### src/design/paq_pkg.sv
// ---------------------------------------------------------------------------
// paq_pkg: shared types and constants of the priority admission queue
// Action and status codes, queue entry layout, register indexes and reset
// values, and the sequencer state type.
// ---------------------------------------------------------------------------
`default_nettype none

package paq_pkg;

   // request actions
   typedef enum logic [2:0] {
      ACT_RESERVE  = 3'd0,
      ACT_RELEASE  = 3'd1,
      ACT_SUBMIT   = 3'd2,
      ACT_CANCEL   = 3'd3,
      ACT_DISPATCH = 3'd4
   } action_type;

   // response status codes
   typedef enum logic [2:0] {
      ST_OK      = 3'd0,
      ST_OOM     = 3'd1,
      ST_BUSY    = 3'd2,
      ST_UNAVAIL = 3'd3,
      ST_EMPTY   = 3'd4
   } status_type;

   // control register indexes
   localparam logic [2:0] CSR_ACCEPTING     = 3'd0;
   localparam logic [2:0] CSR_STOPPING      = 3'd1;
   localparam logic [2:0] CSR_MAX_GRAPHS    = 3'd2;
   localparam logic [2:0] CSR_MAX_BYTES     = 3'd3;
   localparam logic [2:0] CSR_REQ_BYTE_LIM  = 3'd4;

   // control register reset values
   localparam logic [7:0]  RST_MAX_GRAPHS   = 8'd16;
   localparam logic [47:0] RST_MAX_BYTES    = 48'd268435456;
   localparam logic [47:0] RST_REQ_BYTE_LIM = 48'd67108864;

   // one queue entry as held in the entry memory
   typedef struct packed {
      logic [7:0] id;
      logic [1:0] prio;
      logic       cancelled;
      logic       fast_path;
   } entry_type;

   // sequencer states
   typedef enum logic [2:0] {
      S_IDLE,
      S_DECODE,
      S_CANCEL,
      S_FIND,
      S_SHIFT,
      S_REPLY
   } state_type;

   // cancelled entries rank as top priority
   function automatic logic [1:0] eff_prio(input entry_type e);
      eff_prio = e.cancelled ? 2'd0 : e.prio;
   endfunction

endpackage

`default_nettype wire

### src/design/paq_entry_ram.sv
// ---------------------------------------------------------------------------
// paq_entry_ram: queue entry memory
// One write port and one read port, read data registered.
// ---------------------------------------------------------------------------
`default_nettype none

module paq_entry_ram
   import paq_pkg::*;
#(
   parameter int unsigned DEPTH  = 16,
   parameter int unsigned ADDR_W = 4
) (
   input  wire logic              clock,
   input  wire logic              wr_en,
   input  wire logic [ADDR_W-1:0] wr_addr,
   input  wire entry_type         wr_data,
   input  wire logic [ADDR_W-1:0] rd_addr,
   output entry_type              rd_data
);

   entry_type mem [DEPTH];

   // write and registered read
   always_ff @(posedge clock) begin
      if (wr_en) begin
         mem[wr_addr] <= wr_data;
      end
      rd_data <= mem[rd_addr];
   end

endmodule

`default_nettype wire

### src/design/priority_admission_queue_unit.sv
// ---------------------------------------------------------------------------
// priority_admission_queue_unit: admission control and bounded priority queue
// Reserve/release keep a byte and request budget; submit, cancel and dispatch
// work on a queue held in a single-port-read entry memory.
// ---------------------------------------------------------------------------
// Usage:
//   req_* carries one action per transfer; rsp_* returns exactly one result
//   per request, in order. csr_* writes control registers (always ready) and
//   is to be written only while no request is in flight; the block itself
//   does not enforce this.
//   Reserve, release, submit and undefined actions: the request is decoded,
//   the result is registered in the reply state, and a new request is taken once the sequencer is back in idle.
//   Cancel: one memory read per queued entry, with the write-back overlapping
//   the next read.
//   Dispatch: one scan over the entry memory for the best entry, then one
//   pass that moves the later entries down, one entry per cycle.
//   One request is worked on at a time; req_ready is high only while idle.
//   When rsp_ready is low the finished result waits in the output register
//   and the sequencer holds before writing a newer one.
//   Reset empties the queue, clears the byte and request counts and loads
//   the register reset values; entry memory contents are not cleared.
// ---------------------------------------------------------------------------
`default_nettype none

module priority_admission_queue_unit
   import paq_pkg::*;
#(
   parameter int unsigned QUEUE_DEPTH = 16
) (
   input  wire logic                                 clock,
   input  wire logic                                 reset,
   // request channel
   input  wire logic                                 req_valid,
   output logic                                      req_ready,
   input  wire logic [2:0]                           req_action,
   input  wire logic [7:0]                           req_request_id,
   input  wire logic [1:0]                           req_priority_req,
   input  wire logic                                 req_fast_path,
   input  wire logic [47:0]                          req_byte_count,
   // response channel
   output logic                                      rsp_valid,
   input  wire logic                                 rsp_ready,
   output logic [2:0]                                rsp_status,
   output logic [7:0]                                rsp_out_id,
   output logic                                      rsp_out_cancelled,
   output logic                                      rsp_out_fast_path,
   output logic [$clog2(QUEUE_DEPTH+1)-1:0]          rsp_queued_count,
   output logic [47:0]                               rsp_reserved_total,
   output logic [7:0]                                rsp_admitted_count,
   // control register write channel
   input  wire logic                                 csr_valid,
   output logic                                      csr_ready,
   input  wire logic [2:0]                           csr_index,
   input  wire logic [47:0]                          csr_wdata
);

   localparam int unsigned IDX_W = $clog2(QUEUE_DEPTH);
   localparam int unsigned CNT_W = $clog2(QUEUE_DEPTH + 1);

   // control registers
   logic        accepting_ff;
   logic        stopping_ff;
   logic [7:0]  max_graphs_ff;
   logic [47:0] max_bytes_ff;
   logic [47:0] byte_limit_ff;

   // sequencer and admission state
   state_type   state_ff, state_in;
   logic [CNT_W-1:0] len_ff, len_in;
   logic [47:0] total_ff, total_in;
   logic [7:0]  adm_ff, adm_in;

   // captured request
   action_type  action_ff;
   logic [7:0]  id_ff;
   logic [1:0]  prio_ff;
   logic        dec_ff;
   logic [47:0] bytes_ff;

   // scan bookkeeping
   logic [CNT_W-1:0] scan_ff, scan_in;
   logic [IDX_W-1:0] pend_addr_ff, pend_addr_in;
   entry_type        best_ff, best_in;
   logic [IDX_W-1:0] best_idx_ff, best_idx_in;

   // held result
   status_type  status_ff, status_in;
   logic [7:0]  oid_ff, oid_in;
   logic        ocan_ff, ocan_in;
   logic        odec_ff, odec_in;
   logic        rsp_valid_ff, rsp_valid_in;

   // memory ports
   logic             ram_we;
   logic [IDX_W-1:0] ram_waddr;
   entry_type        ram_wdata;
   logic [IDX_W-1:0] ram_raddr;
   entry_type        cand;

   // shared conditions
   logic             req_xfer;
   logic             out_free;
   logic             scan_more;
   logic             take_cand;
   entry_type        fin_best;
   logic [IDX_W-1:0] fin_idx;
   logic [CNT_W-1:0] shift_first;
   logic             shift_more;
   logic             queue_full;
   logic             over_limit;
   logic             over_budget;
   logic [48:0]      budget_sum;
   logic [48:0]      release_diff;

   assign req_ready = (state_ff == S_IDLE);
   assign csr_ready = 1'b1;
   assign req_xfer  = req_valid && req_ready;
   assign out_free  = !rsp_valid_ff || rsp_ready;

   // entry memory
   paq_entry_ram #(
      .DEPTH  (QUEUE_DEPTH),
      .ADDR_W (IDX_W)
   ) u_ram (
      .clock   (clock),
      .wr_en   (ram_we),
      .wr_addr (ram_waddr),
      .wr_data (ram_wdata),
      .rd_addr (ram_raddr),
      .rd_data (cand)
   );

   // admission checks: total + bytes above budget covers both the exhausted
   // budget and a request larger than what is left
   assign budget_sum   = {1'b0, total_ff} + {1'b0, bytes_ff};
   assign over_budget  = budget_sum > {1'b0, max_bytes_ff};
   assign over_limit   = bytes_ff > byte_limit_ff;
   assign queue_full   = len_ff >= CNT_W'(QUEUE_DEPTH);
   assign release_diff = {1'b0, total_ff} - {1'b0, bytes_ff};

   // best-entry tracking; the first entry read always starts the search
   assign scan_more   = scan_ff < len_ff;
   assign take_cand   = (pend_addr_ff == '0) || (eff_prio(cand) < eff_prio(best_ff));
   assign fin_best    = take_cand ? cand : best_ff;
   assign fin_idx     = take_cand ? pend_addr_ff : best_idx_ff;
   assign shift_first = CNT_W'(fin_idx) + CNT_W'(1);
   assign shift_more  = shift_first < len_ff;

   // next state
   always_comb begin
      state_in = state_ff;
      case (state_ff)
         S_IDLE: begin
            if (req_valid) state_in = S_DECODE;
         end
         S_DECODE: begin
            case (action_ff)
               ACT_CANCEL:   state_in = (len_ff == '0) ? S_REPLY : S_CANCEL;
               ACT_DISPATCH: state_in = (len_ff == '0) ? S_REPLY : S_FIND;
               default:      state_in = S_REPLY;
            endcase
         end
         S_CANCEL: begin
            if (!scan_more) state_in = S_REPLY;
         end
         S_FIND: begin
            if (!scan_more) state_in = shift_more ? S_SHIFT : S_REPLY;
         end
         S_SHIFT: begin
            if (!scan_more) state_in = S_REPLY;
         end
         S_REPLY: begin
            if (out_free) state_in = S_IDLE;
         end
         default: state_in = S_IDLE;
      endcase
   end

   // datapath and memory control
   always_comb begin
      len_in       = len_ff;
      total_in     = total_ff;
      adm_in       = adm_ff;
      scan_in      = scan_ff;
      pend_addr_in = pend_addr_ff;
      best_in      = best_ff;
      best_idx_in  = best_idx_ff;
      status_in    = status_ff;
      oid_in       = oid_ff;
      ocan_in      = ocan_ff;
      odec_in      = odec_ff;
      ram_we       = 1'b0;
      ram_waddr    = pend_addr_ff;
      ram_wdata    = cand;
      ram_raddr    = '0;
      case (state_ff)
         S_DECODE: begin
            status_in = ST_OK;
            oid_in    = 8'd0;
            ocan_in   = 1'b0;
            odec_in   = 1'b0;
            case (action_ff)
               ACT_RESERVE: begin
                  if (over_limit) begin
                     status_in = ST_OOM;
                  end else if (!accepting_ff || queue_full) begin
                     status_in = ST_BUSY;
                  end else if ((adm_ff >= max_graphs_ff) || over_budget) begin
                     status_in = ST_BUSY;
                  end else begin
                     adm_in   = adm_ff + 8'd1;
                     total_in = budget_sum[47:0];
                  end
               end
               ACT_RELEASE: begin
                  total_in = release_diff[48] ? 48'd0 : release_diff[47:0];
                  if (adm_ff != 8'd0) adm_in = adm_ff - 8'd1;
               end
               ACT_SUBMIT: begin
                  if (!accepting_ff) begin
                     status_in = ST_UNAVAIL;
                  end else if (queue_full) begin
                     status_in = ST_BUSY;
                  end else begin
                     ram_we    = 1'b1;
                     ram_waddr = len_ff[IDX_W-1:0];
                     ram_wdata = '{id: id_ff, prio: prio_ff, cancelled: 1'b0,
                                   fast_path: dec_ff};
                     len_in    = len_ff + CNT_W'(1);
                  end
               end
               ACT_CANCEL: begin
                  ram_raddr    = '0;
                  scan_in      = CNT_W'(1);
                  pend_addr_in = '0;
               end
               ACT_DISPATCH: begin
                  if (len_ff == '0) status_in = ST_EMPTY;
                  ram_raddr    = '0;
                  scan_in      = CNT_W'(1);
                  pend_addr_in = '0;
               end
               default: ;
            endcase
         end
         // read each entry, write back the ones that match with the flag set
         S_CANCEL: begin
            if (cand.id == id_ff) begin
               ram_we    = 1'b1;
               ram_waddr = pend_addr_ff;
               ram_wdata = '{id: cand.id, prio: cand.prio, cancelled: 1'b1,
                             fast_path: cand.fast_path};
            end
            if (scan_more) begin
               ram_raddr    = scan_ff[IDX_W-1:0];
               scan_in      = scan_ff + CNT_W'(1);
               pend_addr_in = scan_ff[IDX_W-1:0];
            end
         end
         // search for the first entry of lowest effective priority
         S_FIND: begin
            best_in     = fin_best;
            best_idx_in = fin_idx;
            if (scan_more) begin
               ram_raddr    = scan_ff[IDX_W-1:0];
               scan_in      = scan_ff + CNT_W'(1);
               pend_addr_in = scan_ff[IDX_W-1:0];
            end else begin
               oid_in  = fin_best.id;
               ocan_in = fin_best.cancelled | stopping_ff;
               odec_in = fin_best.fast_path;
               if (shift_more) begin
                  ram_raddr    = shift_first[IDX_W-1:0];
                  scan_in      = shift_first + CNT_W'(1);
                  pend_addr_in = shift_first[IDX_W-1:0];
               end else begin
                  len_in = len_ff - CNT_W'(1);
               end
            end
         end
         // move each later entry down by one
         S_SHIFT: begin
            ram_we    = 1'b1;
            ram_waddr = pend_addr_ff - IDX_W'(1);
            ram_wdata = cand;
            if (scan_more) begin
               ram_raddr    = scan_ff[IDX_W-1:0];
               scan_in      = scan_ff + CNT_W'(1);
               pend_addr_in = scan_ff[IDX_W-1:0];
            end else begin
               len_in = len_ff - CNT_W'(1);
            end
         end
         default: ;
      endcase
   end

   // output register handshake
   always_comb begin
      if ((state_ff == S_REPLY) && out_free) begin
         rsp_valid_in = 1'b1;
      end else if (rsp_ready) begin
         rsp_valid_in = 1'b0;
      end else begin
         rsp_valid_in = rsp_valid_ff;
      end
   end

   // control state
   always_ff @(posedge clock) begin
      if (reset) begin
         state_ff     <= S_IDLE;
         len_ff       <= '0;
         total_ff     <= 48'd0;
         adm_ff       <= 8'd0;
         rsp_valid_ff <= 1'b0;
      end else begin
         state_ff     <= state_in;
         len_ff       <= len_in;
         total_ff     <= total_in;
         adm_ff       <= adm_in;
         rsp_valid_ff <= rsp_valid_in;
      end
   end

   // control register writes
   always_ff @(posedge clock) begin
      if (reset) begin
         accepting_ff  <= 1'b1;
         stopping_ff   <= 1'b0;
         max_graphs_ff <= RST_MAX_GRAPHS;
         max_bytes_ff  <= RST_MAX_BYTES;
         byte_limit_ff <= RST_REQ_BYTE_LIM;
      end else if (csr_valid && csr_ready) begin
         case (csr_index)
            CSR_ACCEPTING:    accepting_ff  <= csr_wdata[0];
            CSR_STOPPING:     stopping_ff   <= csr_wdata[0];
            CSR_MAX_GRAPHS:   max_graphs_ff <= csr_wdata[7:0];
            CSR_MAX_BYTES:    max_bytes_ff  <= csr_wdata;
            CSR_REQ_BYTE_LIM: byte_limit_ff <= csr_wdata;
            default: ;
         endcase
      end
   end

   // request capture
   always_ff @(posedge clock) begin
      if (req_xfer) begin
         action_ff <= action_type'(req_action);
         id_ff     <= req_request_id;
         prio_ff   <= req_priority_req;
         dec_ff    <= req_fast_path;
         bytes_ff  <= req_byte_count;
      end
   end

   // scan and result holding registers
   always_ff @(posedge clock) begin
      scan_ff      <= scan_in;
      pend_addr_ff <= pend_addr_in;
      best_ff      <= best_in;
      best_idx_ff  <= best_idx_in;
      status_ff    <= status_in;
      oid_ff       <= oid_in;
      ocan_ff      <= ocan_in;
      odec_ff      <= odec_in;
   end

   // response payload
   always_ff @(posedge clock) begin
      if ((state_ff == S_REPLY) && out_free) begin
         rsp_status          <= status_ff;
         rsp_out_id          <= oid_ff;
         rsp_out_cancelled   <= ocan_ff;
         rsp_out_fast_path   <= odec_ff;
         rsp_queued_count    <= len_ff;
         rsp_reserved_total  <= total_ff;
         rsp_admitted_count  <= adm_ff;
      end
   end

   assign rsp_valid = rsp_valid_ff;

endmodule

`default_nettype wire

### config.mk
export PLATFORM = sky130hd
export DESIGN_NAME = priority_admission_queue_unit
export DESIGN_NICKNAME = d
export VERILOG_FILES = /design/src/design/paq_pkg.sv /design/src/design/paq_entry_ram.sv /design/src/design/priority_admission_queue_unit.sv
export SDC_FILE = /design/constraint.sdc
export NUM_CORES = 1
export LEC_CHECK = 0
export ABC_CLOCK_PERIOD_IN_PS = 9600
export BUFFER_PORTS_ARGS = -buffer_cell sky130_fd_sc_hd__buf_2
export CAP_MARGIN = 20
export CORE_ASPECT_RATIO = 1.4
export CORE_MARGIN = 4
export CORE_UTILIZATION = 50
export DETAILED_ROUTE_END_ITERATION = 12
export PLACE_DENSITY = 0.77
export SYNTH_ARGS = -nofsm -noshare
export SYNTH_HDL_FRONTEND = slang
export SYNTH_SLANG_ARGS = --single-unit
### constraint.sdc
create_clock -name clock -period 9.6 [get_ports clock]
set_clock_uncertainty 0.2 [all_clocks]
set_input_delay 0.48 -clock clock [delete_from_list [all_inputs] [get_ports clock]]
set_output_delay 0.48 -clock clock [all_outputs]
set_load 0.05 [all_outputs]
==> reports/metrics.cfg <==
[routing]
drt-pass1-iter-count = 6
routed_wirelength_um = 89800
vias = 23900
viasPerCell = 6.00
post_drt_wl_per_cell_um = 22.5
ant_nets = 0
drc = 0
drtIter0Drc = 1901

[worst_setup_path]
crit_type = flop to flop
cpMaxStageDelayCell = a41oi_1
endpoint_kind = flop
cp_top_family = compound AO/OA/AOI/OAI gates
startpoint_type = flop
slowest_delay_ns = 0.83
crit_top_cell = inv_1
worstPathRequired_ns = 9.89
critical_path_buf_inv_count = 4
cp.arrival_ns = 8.35
path_cells = inv_1, ha_1, inv_1, a2111oi_0, nor4b_1, o31ai_1, a21oi_1, a41oi_1, o22ai_1, o21ai_0, xnor2_1, inv_1, ha_1, nand4_1, or2_2, or4_1, nor3_1, o2bb2ai_1, o21ai_0, a311oi_2, o21a_2, buf_4, mux2i_1, nor2_1
cp_max_fo = 31

[cts]
clockBufferDepth = 3
insertion_delay_ns = 0.64
root_buffer = clkbuf_16
post-cts-setup-buffers = 0
cts-htree-levels = 2
post_cts_resized = 0
cts_tree = done
cts_buffers = 53
clk_pin_slew_ns = 0.06
cts_hold_buffers = 110
cts.sinks = 549

[timing]
setup_viol = 0
tns_ns = 0
hold_violations = 0
tightest_slew_ns = 1.13
period_share_pct = 84.0
slew_violations = 0
period_needed_ns = 8.07
rsz0062_at_grt = false
max_slew_margin_pct = 23.7
max_clock_freq_ghz = 0.124

[logic_synthesis]
synth_cells = 2946
async_flop_share_pct = 0
syn_nets = 3291
ys_warn_count = 0
synth_seq_cells = 549
syn_area_per_cell_um2 = 10.1
synth_area_um2 = 29800
yosys.area.top_type = edfxtp_1
yosysSeqAreaShare_pct = 49.2
synth_area_leaders = edfxtp_1 (37%), dfxtp_1 (12%), ha_1 (9.4%)
synth_top_cell_area_share_pct = 36.9
yosysMostFrequentCell = nand2_1
synth_flop_cell = edfxtp_1
ys_types = 87
synth-edff-count = 366
synth_common_cells = nand2_1 (397), edfxtp_1 (366), a21oi_1 (290)

[global_route]
grt_pass1_wl_um = 136000
grt_use_total_pct = 27.2
grt_pass1_vias = 23800
globalRouteOverflowTotal = 0
antenna_found_initial = 0
grt_max_degree = 108

[floorplan]
dieWidth_um = 214
coreArea_um2 = 58700
die_h_um = 297
dieArea_um2 = 63500
rows = 105
boundaryPins = 195
start_util_pct = 50.7

[finish]
finalCoreUtilization_pct = 58.4
area_growth_pct = 15.2
fillers = 4926
ff_latch_area_um2 = 14700
diodes = 0
drive_gt1_share_pct = 11.9
final_area_um2 = 34300
stdcell_count = 3990
multi_input_area_um2 = 13600
fin_nets = 3541

[place]
placed_area_um2 = 31300
gp_congestion = 0.980
dp_hpwl_um = 63700
portBuffers = 193
dp_cells = 3779

[run_status]
status = completed

[power_and_ir_drop]
peakVddDrop_v = 0.000183
total_leakage_power_nw = 12.8
pwr_density_cell_nw_per_um2 = 182

[job]
cap_violations = 0

[hold_path]
holdCritPathClass = input pin to flop

==> stage by stage <==
step	setup WS, ns	total power, mW	hold WS (ns)
after global routing	1.08	6.49	0.0757
after detailed placement	1.63	4.02	0.206
final	1.53	6.24	0.0598
after floorplan	3.63	3.64	0.200
after CTS	1.59	6.25	0.0229
after global placement	1.81	4.00	0.202
==> path summary, 6_finish.rpt <==
check | start | endpoint | slack [ns] | cells after the start
max | bytes_ff[12] | total_ff[17] | 1.53 | 24
min | rsp_ready | rsp_valid | 0.06 | 3
max reg2reg | bytes_ff[12] | total_ff[17] | 1.53 | 24
min reg2reg | oid_ff[0] | rsp_out_id[0] | 0.22 | 0
==> per-layer routing <==
metal	track usage [%]	vias to the layer above	routed length, um
met2	50.6	1033	46200
met1	29.2	11400	31600
met4	17.3	0	6570
met3	3.88	312	5380
li1	-	11200	-
met5	0	-	0
==> layout make-up <==
cell class | instances | share of cell area [%]
clock buffers | 63 | 4.01
clock inverters | 37 | 1.34
inverters | 238 | 2.60
multi-input cells | 2018 | 39.8
flip-flops and latches | 549 | 42.7
well taps | 749 | 2.73
repair buffers | 336 | 6.83
==> worst reg2reg max path: stages, from the launching register on <==
cell and delay (ns):
edfxtp_1 0.40, inv_1 0.06, ha_1 0.46, inv_1 0.14
a2111oi_0 0.80, nor4b_1 0.12, o31ai_1 0.23, a21oi_1 0.29
a41oi_1 0.83, o22ai_1 0.22, o21ai_0 0.28, xnor2_1 0.18
inv_1 0.07, ha_1 0.31, nand4_1 0.09, or2_2 0.29
or4_1 0.57, nor3_1 0.21, o2bb2ai_1 0.13, o21ai_0 0.14
a311oi_2 0.48, o21a_2 0.72, buf_4 0.42, mux2i_1 0.23
nor2_1 0.05
==> registers in the layout, summed over array words and instances (netlist names), 8 cells and up <==
| register | flops |
|---|---|
| bytes_ff | 48 |
| rsp_admitted_count | 8 |
| max_graphs_ff | 8 |
| u_ram.rd_data | 12 |
| rsp_reserved_total | 48 |
| oid_ff | 8 |
| u_ram.mem | 192 |
| rsp_out_id | 8 |
| byte_limit_ff | 48 |
| id_ff | 8 |
| best_ff | 12 |
| total_ff | 48 |
| adm_ff | 8 |
| max_bytes_ff | 48 |
==> logic make-up after synthesis <==
kind of cell	synth area share (%)
adder cells (fa/ha/maj)	9.64
other	0.0126
multiplexers	3.43
buffers and inverters	5.12
AND/OR/NAND/NOR	13.4
XOR/XNOR	2.41
flip-flops	49.2
AO/OA/AOI/OAI	16.7
==> cell usage in the layout (no fill, tap or decap), types with 11 or more instances in the layout <==
| cell type | n |
|---|---|
| xnor2_1 | 72 |
| nor3b_1 | 16 |
| nand4_1 | 27 |
| nand3_1 | 58 |
| o221ai_1 | 14 |
| and2_1 | 23 |
| a21o_1 | 34 |
| o211ai_1 | 30 |
| a311oi_1 | 19 |
| buf_4 | 31 |
| nor2b_1 | 26 |
| mux2i_1 | 39 |
| a31oi_1 | 21 |
| nor4_1 | 27 |
| mux4_2 | 23 |
| a21oi_1 | 290 |
| nand2b_1 | 28 |
| a2111oi_0 | 17 |
| nand2_1 | 396 |
| clkinv_2 | 11 |
| nor3_1 | 47 |
| o21ai_0 | 94 |
| clkbuf_16 | 53 |
| ha_1 | 223 |
| or2_2 | 11 |
| dfxtp_1 | 183 |
| dlygate4sd3_1 | 110 |
| buf_2 | 192 |
| edfxtp_1 | 366 |
| inv_1 | 234 |
| nor2_1 | 153 |
| a211oi_1 | 43 |
| o21bai_1 | 30 |
| o31ai_1 | 45 |
| and3_1 | 12 |
| or3_1 | 12 |
==> power breakdown <==
part,switching [mW],leakage [nW],internal [mW]
clock network,0.958,0.882,1.25
registers,0.102,4.84,2.72
logic,0.797,7.08,0.407
total,1.86,12.8,4.38
No activity file was read; power rests on OpenSTA's default activity.
